File: config.mk
export PLATFORM = sky130hd
export DESIGN_NAME = med_fifo
export DESIGN_NICKNAME = d
export VERILOG_FILES = /design/src/med_pkg.sv /design/src/med_fifo.sv
export SDC_FILE = /design/constraint.sdc
export NUM_CORES = 1
export LEC_CHECK = 0
export BUFFER_PORTS_ARGS = -buffer_cell sky130_fd_sc_hd__buf_2
export CELL_PAD_IN_SITES_DETAIL_PLACEMENT = 1
export CELL_PAD_IN_SITES_GLOBAL_PLACEMENT = 1
export CORE_UTILIZATION = 25
export CTS_CLUSTER_DIAMETER = 60
export CTS_CLUSTER_SIZE = 40
export DETAILED_ROUTE_END_ITERATION = 6
export GPL_ROUTABILITY_DRIVEN = 0
export PLACE_DENSITY = 0.56
export SLEW_MARGIN = 20
export SYNTH_ARGS = -nofsm -noshare
export SYNTH_HDL_FRONTEND = slang
export SYNTH_SLANG_ARGS = --single-unit
File: constraint.sdc
create_clock -name i_clk -period 5 [get_ports i_clk]
set_clock_uncertainty 0.15 [all_clocks]
set_input_delay 0.75 -clock i_clk [delete_from_list [all_inputs] [get_ports i_clk]]
set_output_delay 0.75 -clock i_clk [all_outputs]
set_load 0.05 [all_outputs]
File: src/med_pkg.sv
// ----------------------------------------------------------------------------
// med_pkg: shared types and constants of the 3x3 median filter
// Job record passed from the front end to the sorting back end, register map.
// ----------------------------------------------------------------------------
package med_pkg;

    // 3x3 window, row-major: index row*3+col, rows oldest first
    typedef logic [8:0][7:0] t_win;

    // One result to compute: window picked from clamped rows and columns
    typedef struct packed {
        t_win        win;
        logic [11:0] out_row;
        logic [10:0] out_col;
        logic        frame_done;
        logic        last;
    } t_job;

    // Register indexes
    typedef enum logic [1:0] {
        REG_FRAME_WIDTH  = 2'd0,
        REG_FRAME_HEIGHT = 2'd1,
        REG_BORDER_ROWS  = 2'd2,
        REG_NONE         = 2'd3
    } t_reg_idx;

    localparam int QDEPTH = 4;

endpackage

File: src/med_fifo.sv
// ----------------------------------------------------------------------------
// med_fifo: job queue between front and back end
// Small register queue so that classification and sorting stall on their own.
// ----------------------------------------------------------------------------
module med_fifo
    import med_pkg::*;
(
    input  logic i_clk,
    input  logic i_rst_n,
    input  logic i_valid,
    output logic o_ready,
    input  t_job i_job,
    output logic o_valid,
    input  logic i_ready,
    output t_job o_job
);
    localparam int AW = $clog2(QDEPTH);

    t_job              r_q [QDEPTH];
    logic [AW-1:0]     r_wp, r_rp;
    logic [AW:0]       r_cnt;
    logic              push, pop;

    assign o_ready = r_cnt != (AW+1)'(QDEPTH);
    assign o_valid = r_cnt != '0;
    assign o_job   = r_q[r_rp];
    assign push    = i_valid && o_ready;
    assign pop     = o_valid && i_ready;

    always_ff @(posedge i_clk) begin
        if (push) begin
            r_q[r_wp] <= i_job;
        end
    end

    always_ff @(posedge i_clk) begin
        if (!i_rst_n) begin
            r_wp  <= '0;
            r_rp  <= '0;
            r_cnt <= '0;
        end else begin
            if (push) r_wp <= r_wp + 1'b1;
            if (pop)  r_rp <= r_rp + 1'b1;
            r_cnt <= r_cnt + (AW+1)'(push) - (AW+1)'(pop);
        end
    end
endmodule

* Yosys cells after proc, flatten, opt, wreduce, memory -nomap -nowiden
Memory sizes are Yosys's and may differ from the RTL's. A register that Yosys moved wholly into a read port is not among the register bits. Index checks and enable logic that the tools add are counted.
Word-level totals: output and inout bits 99, memory bits (writable) 388, bits of input ports 101, memories 1, logic and storage cells 16, register bits 7
Operators by class: reductions and logical operators 3, add/sub/neg operators 4, equal/unequal tests 1, muxes and demuxes 4
Memory list:
- r_q | words 4, bits a word 97, rd ports 1, clocked after Yosys merged registers in 1, wr ports 1, RTL line med_fifo.sv:19 | t_job r_q [QDEPTH];
Operators by type and width (number):
- adder 2 x 1 -> 2 bit (second input constant) | 2
- two-way mux 2 bit | 2
- adder 3 x 1 -> 3 bit | 1
- != test 3 bit (second input constant) | 1
- nonzero test 3 bit | 1
- subtractor 3 x 1 -> 3 bit | 1
- logical AND 1 bit | 2
- two-way mux 1 bit | 2

* Depth between registers and ports, before layout
depth after elaboration 4, depth in mapped cells 11, mapped depth without buffers 11

* Worst setup path after synthesis
OpenSTA, ideal clock, no wires.
kind input -> register, from input i_valid, to memory r_q[0][0] in the netlist's numbering (enable), setup slack 953 ps, buffers on the path 0, data required time 4383 ps, arrival time 3430 ps, setup time 467 ps, stages on the path 2, cell sequence a21boi_1 and2_1
On the way: cells in the longest elaborated chain, start to end 3
Ends and longest elaborated chain:
- start, declared | RTL line med_fifo.sv:10 | input logic i_valid,
- logical AND 1 bit | RTL line med_fifo.sv:27 | assign push = i_valid && o_ready;
- two-way mux 1 bit | RTL line med_fifo.sv:31 | if (push) begin
- two-way mux 1 bit (implied by the code) | RTL line med_fifo.sv:32 | r_q[r_wp] <= i_job;
- end, declared | RTL line med_fifo.sv:19
Every way passes these cells.

==> out/qor.yml <==
seqPwrFrac: 0.406
critPathLaunchType: "flip-flop"
cts_tree: "done"
final_common_cell: "edfxtp_1"
area_growth_pct: 22.9
diodes: 0
crit_path_end: "o_job[94]"
syn_nets: 663
dr.pass1.iters: 4
arrival_ps: 2480
synth_compound_area_frac: 0.00173
period_minus_slack_ps: 3380
insertion_delay_ps: 570
syn_avg_cell_area_sq_um: 26.0
path_clk_slew_ps: 80
antenna_left: 0
coreArea_sq_mm: 0.0567
initial_core_util: 0.255
numPortBuffers: 199
worstSetupPathType: "flip-flop to primary output"
rsz0062_at_grt: "false"
grt_max_degree: 66
synth_cell_type_count: 20
final_cell_mix: "edfxtp_1 (388), buf_2 (199), mux4_2 (97)"
synth-adder-area-share: 0.00658
r2r_start: "r_cnt[1]$_SDFF_PN0_"
cts_made_buffers: 39
end_kind: "primary output"
ir_drop_uv: 388
fillers: 5657
drv_cap: 0
routed_wl_um: 31200
area.sequential_sq_mm: 0.0118
crit_fanout: 61
powerDensity_mw_per_mm2: 574
finalSetupViolations: 0
regToRegSetupSlack_ps: 2220
synth_xor_area_frac: 0.00242
synthSimpleGateAreaFrac: 0.00632
hold_viol_final: 0
synth.mux.area_fraction: 0.153
fmax_mhz: 296
fin_hold_ws_ps: 246
min_path_type: "primary input to flip-flop"
cts_max_level: 2
multiInputGateArea_sq_mm: 0.00246
cts_hold_buf: 0
synth_area_sq_mm: 0.0145
finalCritPeriodShare: 0.676
final_nets: 888
cts_resized: 0
utilization: 0.313
clock_sinks: 397
synth_top_family_by_area: "multiplexers"
die_h_um: 242
clockBufferDepth: 3
pin_count: 200
timing.rr.end: "r_cnt[2]$_SDFF_PN0_"
status: "completed"
grt_pass1_vias: 7387
swShare: 0.356
rows: 87
maxSlewViolCount: 0
max_slew_margin: 0.499
antenna_found_initial: 4
via_per_inst: 4.16
vias: 6506
required_ps: 4100
grt_pass1_wl_um: 46800
drive_gt1_frac: 0.465
wire_per_inst_um: 19.9
drt-initial-drc-count: 387
place.detailed.hpwl_um: 17300
postCtsSetupRepairBufs: 0
total_power_w: 0.0102
seq_area_frac_synth: 0.819
p_int_w: 0.00656
synth_warnings: 0
synth_cells: 555
drc: 0
tns_ps: 0
grt_overflow: 0
power_frac_comb: 0.292
cts_root_buf: "clkbuf_16"
clkPwrFrac: 0.302
die-area_sq_mm: 0.0588
die_w_um: 242
r2r.worst_path.cells: 11
switching_power_w: 0.00363
leakage_nw: 5.78
tightest_slew_ps: 751
synth_seq_cells: 397
grt_util_all_layers: 0.107
flip-flops by register name, summed over array words and instances, names as in the netlist, named ones only:
name	count
r_cnt	3
r_q	388
r_rp	2
r_wp	2
per-layer routing:
metal  GRT usage  up-vias  part of all wire
li1            -     2845                 -
met1       0.135     3430              0.43
met2       0.172      162              0.48
met3      0.0350       61             0.063
met4      0.0398        8             0.027
met5           0        -            0.0016
cells in the mapped netlist (all sizes together):
library cell,number,area [sq um]
a21boi,1,7.51
and2,7,43.8
buf,16,126
clkbuf,7,26.3
dfxtp,9,180
edfxtp,388,11700
fa,1,20.0
ha,6,75.1
inv,5,18.8
mux2i,2,20.0
mux4,97,2180
nand2,5,18.8
nor2,1,3.75
nor2b,3,18.8
o311ai,1,8.76
o31a,1,8.76
or3,1,6.26
xnor2,4,35.0
kinds of logic after synthesis:
group	after synthesis
compound gates	3
xor+xnor	4
fa+ha+maj	7
buf+inv	28
flops	397
mux	99
simple gates	17
critical path, stage by stage (launching register included):
cell	delay, ps
dfxtp_4	770
buf_12	450
mux4_2	420
buf_2	240
area by class of cell:
| cell class | instances | area share |
|---|---|---|
| Sequential cell | 397 | 0.667 |
| Multi-Input combinational cell | 130 | 0.139 |
| Timing Repair Buffer | 207 | 0.0644 |
| Clock buffer | 43 | 0.0582 |
| Tap cell | 756 | 0.0533 |
| Clock inverter | 26 | 0.0180 |
| Inverter | 5 | 0.00106 |
power by group through the flow:
stage	clock [W]	sequential, W	combinational, W
after detailed placement	0	0.00422	0.00306
after global routing	0.00331	0.00417	0.00316
after CTS	0.00321	0.00415	0.00306
final	0.00307	0.00414	0.00298
after global placement	0	0.00420	0.00305
after floorplan	0	0.00419	0.00234
worst min-delay path by stage:
stage / startpoint / endpoint / slack (ps) / cells past startpoint
2_1_floorplan: r_wp[1]$_SDFFE_PN0P_ / r_wp[1]$_SDFFE_PN0P_ / 320 / 2
3_3_place_gp: r_wp[1]$_SDFFE_PN0P_ / r_wp[1]$_SDFFE_PN0P_ / 340 / 2
3_5_place_dp: r_wp[1]$_SDFFE_PN0P_ / r_wp[1]$_SDFFE_PN0P_ / 350 / 2
4_1_cts: i_job[42] / r_q[0][42]$_DFFE_PP_ / 200 / 1
5_1_grt: i_job[47] / r_q[3][47]$_DFFE_PP_ / 220 / 1
6_report: i_job[42] / r_q[2][42]$_DFFE_PP_ / 250 / 1
through the flow:
| stage | cells | area, sq um | setup slack [ps] |
|---|---|---|---|
| global route | 1564 | 17800 | 1460 |
| CTS | 1564 | 17800 | 1480 |
| detailed placement | 1495 | 16400 | 1850 |
| global placement | 1495 | 16400 | 1870 |
| floorplan | 555 | 14500 | 953 |
| finish | 1564 | 17800 | 1620 |
Power figures use the tool's default switching activity.
