### config.mk
export PLATFORM = sky130hd
export DESIGN_NAME = med_back_flat
export DESIGN_NICKNAME = d
export VERILOG_FILES = /design/src/med_pkg.sv /design/src/med_res_if.sv /design/src/med_back.sv /design/src/flat_wrapper.sv
export SDC_FILE = /design/constraint.sdc
export NUM_CORES = 1
export LEC_CHECK = 0
export BUFFER_PORTS_ARGS = -buffer_cell sky130_fd_sc_hd__clkbuf_2
export CAP_MARGIN = 20
export CORE_ASPECT_RATIO = 0.8
export CORE_MARGIN = 2
export CORE_UTILIZATION = 60
export CTS_CLUSTER_SIZE = 30
export DETAILED_ROUTE_END_ITERATION = 8
export GPL_TIMING_DRIVEN = 0
export MAX_ROUTING_LAYER = met4
export PLACE_DENSITY = 0.81
export SYNTH_ARGS = -nofsm -noshare
export SYNTH_HDL_FRONTEND = slang
export SYNTH_SLANG_ARGS = --single-unit
### constraint.sdc
create_clock -name i_clk -period 9.6 [get_ports i_clk]
set_input_delay 1.92 -clock i_clk [delete_from_list [all_inputs] [get_ports i_clk]]
set_output_delay 1.92 -clock i_clk [all_outputs]
set_load 0.005 [all_outputs]
### src/med_pkg.sv
// ----------------------------------------------------------------------------
// med_pkg: shared types and constants of the 3x3 median filter
// Job record passed from the front end to the sorting back end, register map.
// ----------------------------------------------------------------------------
package med_pkg;

    // 3x3 window, row-major: index row*3+col, rows oldest first
    typedef logic [8:0][7:0] t_win;

    // One result to compute: window picked from clamped rows and columns
    typedef struct packed {
        t_win        win;
        logic [11:0] out_row;
        logic [10:0] out_col;
        logic        frame_done;
        logic        last;
    } t_job;

    // Register indexes
    typedef enum logic [1:0] {
        REG_FRAME_WIDTH  = 2'd0,
        REG_FRAME_HEIGHT = 2'd1,
        REG_BORDER_ROWS  = 2'd2,
        REG_NONE         = 2'd3
    } t_reg_idx;

    localparam int QDEPTH = 4;

endpackage

### src/med_res_if.sv
// ----------------------------------------------------------------------------
// med_res_if: median result channel
// Valid/ready stream carrying one filtered pixel and its position per transfer.
// ----------------------------------------------------------------------------
interface med_res_if;
    logic        valid;
    logic        ready;
    logic [7:0]  median;
    logic [11:0] out_row;
    logic [10:0] out_col;
    logic        frame_done;
    logic        last;

    modport source (output valid, output median, output out_row, output out_col,
                    output frame_done, output last, input ready);
    modport sink   (input valid, input median, input out_row, input out_col,
                    input frame_done, input last, output ready);
endinterface

### src/med_back.sv
// ----------------------------------------------------------------------------
// med_back: median sorting network
// Nineteen compare-exchange steps over two pipeline stages and an output
// register; the whole pipe holds while a result waits.
// ----------------------------------------------------------------------------
module med_back
    import med_pkg::*;
(
    input  logic i_clk,
    input  logic i_rst_n,
    input  logic i_valid,
    output logic o_ready,
    input  t_job i_job,
    med_res_if.source o_res
);
    function automatic t_win ord(t_win v, logic [3:0] i, logic [3:0] j);
        t_win       w;
        logic [7:0] s;
        w = v;
        if (w[i] > w[j]) begin
            s    = w[i];
            w[i] = w[j];
            w[j] = s;
        end
        return w;
    endfunction

    logic r_s1v, r_s2v, r_ov;
    t_job r_s1, r_s2;
    t_win w1, w2, w3;
    logic en;

    assign en      = !r_ov || o_res.ready;
    assign o_ready = en;

    always_comb begin
        w1 = i_job.win;
        w1 = ord(w1, 4'd1, 4'd2); w1 = ord(w1, 4'd4, 4'd5); w1 = ord(w1, 4'd7, 4'd8);
        w1 = ord(w1, 4'd0, 4'd1); w1 = ord(w1, 4'd3, 4'd4); w1 = ord(w1, 4'd6, 4'd7);
        w1 = ord(w1, 4'd1, 4'd2); w1 = ord(w1, 4'd4, 4'd5); w1 = ord(w1, 4'd7, 4'd8);
    end

    always_comb begin
        w2 = r_s1.win;
        w2 = ord(w2, 4'd0, 4'd3); w2 = ord(w2, 4'd5, 4'd8); w2 = ord(w2, 4'd4, 4'd7);
        w2 = ord(w2, 4'd3, 4'd6); w2 = ord(w2, 4'd1, 4'd4); w2 = ord(w2, 4'd2, 4'd5);
    end

    always_comb begin
        w3 = r_s2.win;
        w3 = ord(w3, 4'd4, 4'd7); w3 = ord(w3, 4'd4, 4'd2);
        w3 = ord(w3, 4'd6, 4'd4); w3 = ord(w3, 4'd4, 4'd2);
    end

    always_ff @(posedge i_clk) begin
        if (en) begin
            r_s1 <= {w1, i_job.out_row, i_job.out_col, i_job.frame_done, i_job.last};
            r_s2 <= {w2, r_s1.out_row, r_s1.out_col, r_s1.frame_done, r_s1.last};
            if (r_s2v) begin
                o_res.median     <= w3[4];
                o_res.out_row    <= r_s2.out_row;
                o_res.out_col    <= r_s2.out_col;
                o_res.frame_done <= r_s2.frame_done;
                o_res.last       <= r_s2.last;
            end
        end
    end

    always_ff @(posedge i_clk) begin
        if (!i_rst_n) begin
            r_s1v <= 1'b0;
            r_s2v <= 1'b0;
            r_ov  <= 1'b0;
        end else if (en) begin
            r_s1v <= i_valid;
            r_s2v <= r_s1v;
            r_ov  <= r_s2v;
        end
    end

    assign o_res.valid = r_ov;
endmodule

### src/flat_wrapper.sv
// flat-port wrapper written by rule: the top's interface ports become plain ports
module med_back_flat import med_pkg::*;
  (i_clk, i_rst_n, i_valid, o_ready, i_job, o_res_valid, o_res_median, o_res_out_row, o_res_out_col, o_res_frame_done, o_res_last, o_res_ready);
  med_res_if o_res_i ();
  input  logic i_clk;
  input  logic i_rst_n;
  input  logic i_valid;
  output logic o_ready;
  input  t_job i_job;
  output wire logic [$bits(o_res_i.valid)-1:0] o_res_valid;
  output wire logic [$bits(o_res_i.median)-1:0] o_res_median;
  output wire logic [$bits(o_res_i.out_row)-1:0] o_res_out_row;
  output wire logic [$bits(o_res_i.out_col)-1:0] o_res_out_col;
  output wire logic [$bits(o_res_i.frame_done)-1:0] o_res_frame_done;
  output wire logic [$bits(o_res_i.last)-1:0] o_res_last;
  input wire logic [$bits(o_res_i.ready)-1:0] o_res_ready;
  assign o_res_valid = o_res_i.valid;
  assign o_res_median = o_res_i.median;
  assign o_res_out_row = o_res_i.out_row;
  assign o_res_out_col = o_res_i.out_col;
  assign o_res_frame_done = o_res_i.frame_done;
  assign o_res_last = o_res_i.last;
  assign o_res_i.ready = o_res_ready;
  med_back u_core (.i_clk(i_clk), .i_rst_n(i_rst_n), .i_valid(i_valid), .o_ready(o_ready), .i_job(i_job), .o_res(o_res_i));
endmodule
# Yosys cells after proc, flatten, opt, wreduce, memory -nomap -nowiden
# Cells that the tools add are included.
# W data, S select, Z words.
classes:
  magnitude_cmp: 19
  muxes: 21
  n_reduce_logical: 3
ops:
  columns: ["op", "count"]
  rows:
  - ["$gt A8 B8 Y1", 19]
  - ["$mux W16", 9]
  - ["$mux W8", 12]
  - ["$reduce_and A2 Y1", 1]
  - ["$logic_not A1 Y1", 1]
  - ["$logic_or A1 B1 Y1", 1]
word_totals:
  ff_bits: 190

# Depth between registers and ports, before layout
depth:
  ltp_word: 8
  ltp_mapped: 37
  mapped_depth_nobuf: 33

# Worst setup path after synthesis
# No wires, ideal clock.
synth_path:
  path_kind: "input-to-output"
  start: "input o_res_ready"
  end: "output o_ready"
  t_arrival_ns: 6.343
  slack_ns: 1.337
  stages: 2
  path_buffers: 1
  path_cell_list: "nand2b_1 -> clkbuf_1"
synth_via:
  elab_chain_len: 1
synth_lines:
  columns: ["element", "line_no", "rtl"]
  rows:
  - ["from (decl)", "flat_wrapper.sv:16", "input wire logic [$bits(o_res_i.ready)-1:0] o_res_ready;"]
  - ["$logic_or A1 B1 Y1", "med_back.sv:33", "assign en = !r_ov || o_res.ready;"]
  - ["to (decl)", "flat_wrapper.sv:8", "output logic o_ready;"]
# Every way passes these cells.

==> reports/metrics.cfg <==
[worst_setup_path]
critical_path.top_delay_family = compound AO/OA/AOI/OAI gates
cp_slowest_stage_delay_ns = 0.91
critical_path_class = reg -> reg
cp_max_fo = 10
crit_arrival_ns = 8.76
required_ns = 9.80
critPathBufInv = 5
worstSetupEndpointType = flip-flop
startpoint_type = flip-flop
cp_slowest_cell = a2111oi_0

[synth]
synth_enable_flop_cells = 187
synth.distinct_cells = 49
syn_area_um2 = 12300
synth_area_leaders = edfxtp_1 (46%), ha_1 (15%), mux2i_1 (9.5%)
synth_warnings = 0
netlist_instances = 1100
async_reset_ff_share_pct = 0
synth_top_area_share_pct = 45.7
yosysSeqAreaShare_pct = 46.2
syn_avg_cell_area_um2 = 11.2
syn-num-nets = 1352
synth_most_common_cell = edfxtp_1
synth_ff_type = edfxtp_1
synthTopCellsByCount = edfxtp_1 (187), ha_1 (151), inv_1 (127)
synth_top_cell_by_area = edfxtp_1
ys_seq_elements = 190

[global_routing]
grt_use_total_pct = 26.3
grt_overflow_total = 0
grt_max_degree = 66
grt_pass1_vias = 8687
grt_pass1_wl_um = 43300
antenna_found_initial = 0

[job]
maxCapViolations = 0

[timing]
hold_viol = 0
fin_crit_sh_pct = 89.1
fmax_ghz = 0.117
finalClockSkew_ns = 0.0166
worstMarginPinSlew_ns = 1.02
tns_ns = 0
rsz0062_at_grt = false
setup_viol = 0
min_period_ns = 8.56
slew_headroom_pct = 30.3
fin_ws_ns = 1.04
finalMaxSlewViolations = 0

[clocking]
postCtsHoldBufs = 0
cts-htree-levels = 4
cts_resized = 0
cts_sinks = 190
clockBufferDepth = 2
cts_tree = yes
clk_latency_ns = 0.45
cts_buffers = 17
cts_setup_buffers = 0
clkTransAtPathRegs_ns = 0.08
root_buffer = clkbuf_16

[final_layout]
num-nets-final = 1508
drive_gt1_share_pct = 18.5
areaGrowthSynthToFinish_pct = 13.7
fillers = 1465
diodes = 0
final_cell_area_um2 = 14000
final_cells = 1533

[floorplan]
ios = 136
die_h_um = 132
die_width_um = 164
core_area_um2 = 20000
rows = 46
start_util_pct = 61.5
dieArea_um2 = 21600

[route]
firstDrtPassIters = 5
ant_nets = 0
vias_per_cell = 5.76
wl_um = 26500
vias = 8830
wl_per_cell_um = 17.3
drc = 0
drt_iter0_markers = 796

[placed_design]
dpl.hpwl_um = 20900
place_area_um2 = 13300
gp_congestion = 0.909
dp_slack_ns = 0.730
port_buffers = 135
dp_cells = 1501

[status]
status = finished, final reports clean

[min_path]
worstHoldPathType = reg -> reg

==> sequential cells by signal, summed over array words and instances, names as in the netlist <==
name	count
u_core.o_res.last	1
u_core.r_s1v	1
u_core.o_res.out_col	11
u_core.o_res.valid	1
u_core.o_res.out_row	12
u_core.r_s2v	1
u_core.o_res.median	8
u_core.r_s2	57
u_core.r_s1	97
u_core.o_res.frame_done	1
==> worst reg2reg max path, delay by kind of cell, from the launching register on <==
kind | cells | cell delay, ns
simple gates | 11 | 2.00
fa+ha+maj | 4 | 1.32
flops | 1 | 0.43
buf+inv | 5 | 0.98
mux | 1 | 0.49
compound gates | 13 | 3.11
==> worst paths after layout <==
| check | startpoint | endpoint | slack (ns) | cells after the start |
|---|---|---|---|---|
| hold reg to reg | u_core.r_s2[17] | u_core.o_res.out_row[4] | 0.41 | 0 |
| setup reg to reg | u_core.r_s2[58] | u_core.o_res.median[4] | 1.04 | 34 |
| setup / recovery | u_core.r_s2[58] | u_core.o_res.median[4] | 1.04 | 34 |
| hold / removal | u_core.r_s2[17] | u_core.o_res.out_row[4] | 0.41 | 0 |
==> stage by stage <==
step | hold WS, ns | utilization [%]
after floorplan | 0.400 | -
after global placement | 0.400 | 66.5
after detailed placement | 0.405 | 66.8
after CTS | 0.412 | 69.9
after global routing | 0.415 | 69.9
final | 0.413 | 69.9
==> layout by cell type (no fill, tap or decap), types with 2 or more instances in the layout <==
cell	synthesis	layout
o211ai_1	2	2
nand3_1	23	23
nand2b_1	12	12
inv_6	0	2
o21ai_1	7	7
clkbuf_1	15	14
buf_4	2	2
and3_1	9	9
buf_2	5	5
a21oi_2	2	2
nor2b_1	21	21
mux2i_1	116	116
o22ai_1	7	7
a21oi_1	62	62
mux2_2	41	41
clkbuf_2	0	135
clkinv_4	0	2
a211oi_1	3	3
buf_6	3	3
a21o_1	27	27
a22oi_1	3	3
inv_8	0	3
o21ai_0	82	82
o21bai_1	5	5
edfxtp_1	187	187
nand2_1	73	73
clkbuf_16	0	17
nand4_1	16	16
o21a_1	28	28
ha_1	151	151
clkinv_8	0	7
nor3_1	3	3
buf_16	0	2
nor2_1	44	44
inv_1	127	127
dfxtp_1	3	3
==> cell type report <==
type                       count  area [um^2]  area share [%]
buffer                        26          138           0.986
clock inverter                15          190            1.36
tap                          264          330            2.37
sequential                   190         5680            40.6
clock buffer                  17          425            3.05
inverter                     127          477            3.41
multi-input combinational    757         6000            42.9
timing repair buffer         137          731            5.23
==> layer usage <==
metal  track usage [%]  up-vias  wire length (um)
met5                 -        -                 0
li1                  -     4346                 -
met4              7.85        0               535
met3              3.84       34              1530
met1              36.8     4199             12300
met2              40.3      251             12200
==> cell families after synthesis <==
kind of cell	count (synthesis)	synth area share [%]
mux	157	13.2
compound gates	239	12.0
flops	190	46.2
xor+xnor	1	0.132
simple gates	208	8.02
fa+ha+maj	152	15.5
buf+inv	153	4.97
Power is left out: the tool's default activity adds up to more than one toggle a clock period on the data nets, which glitch-free logic cannot reach.
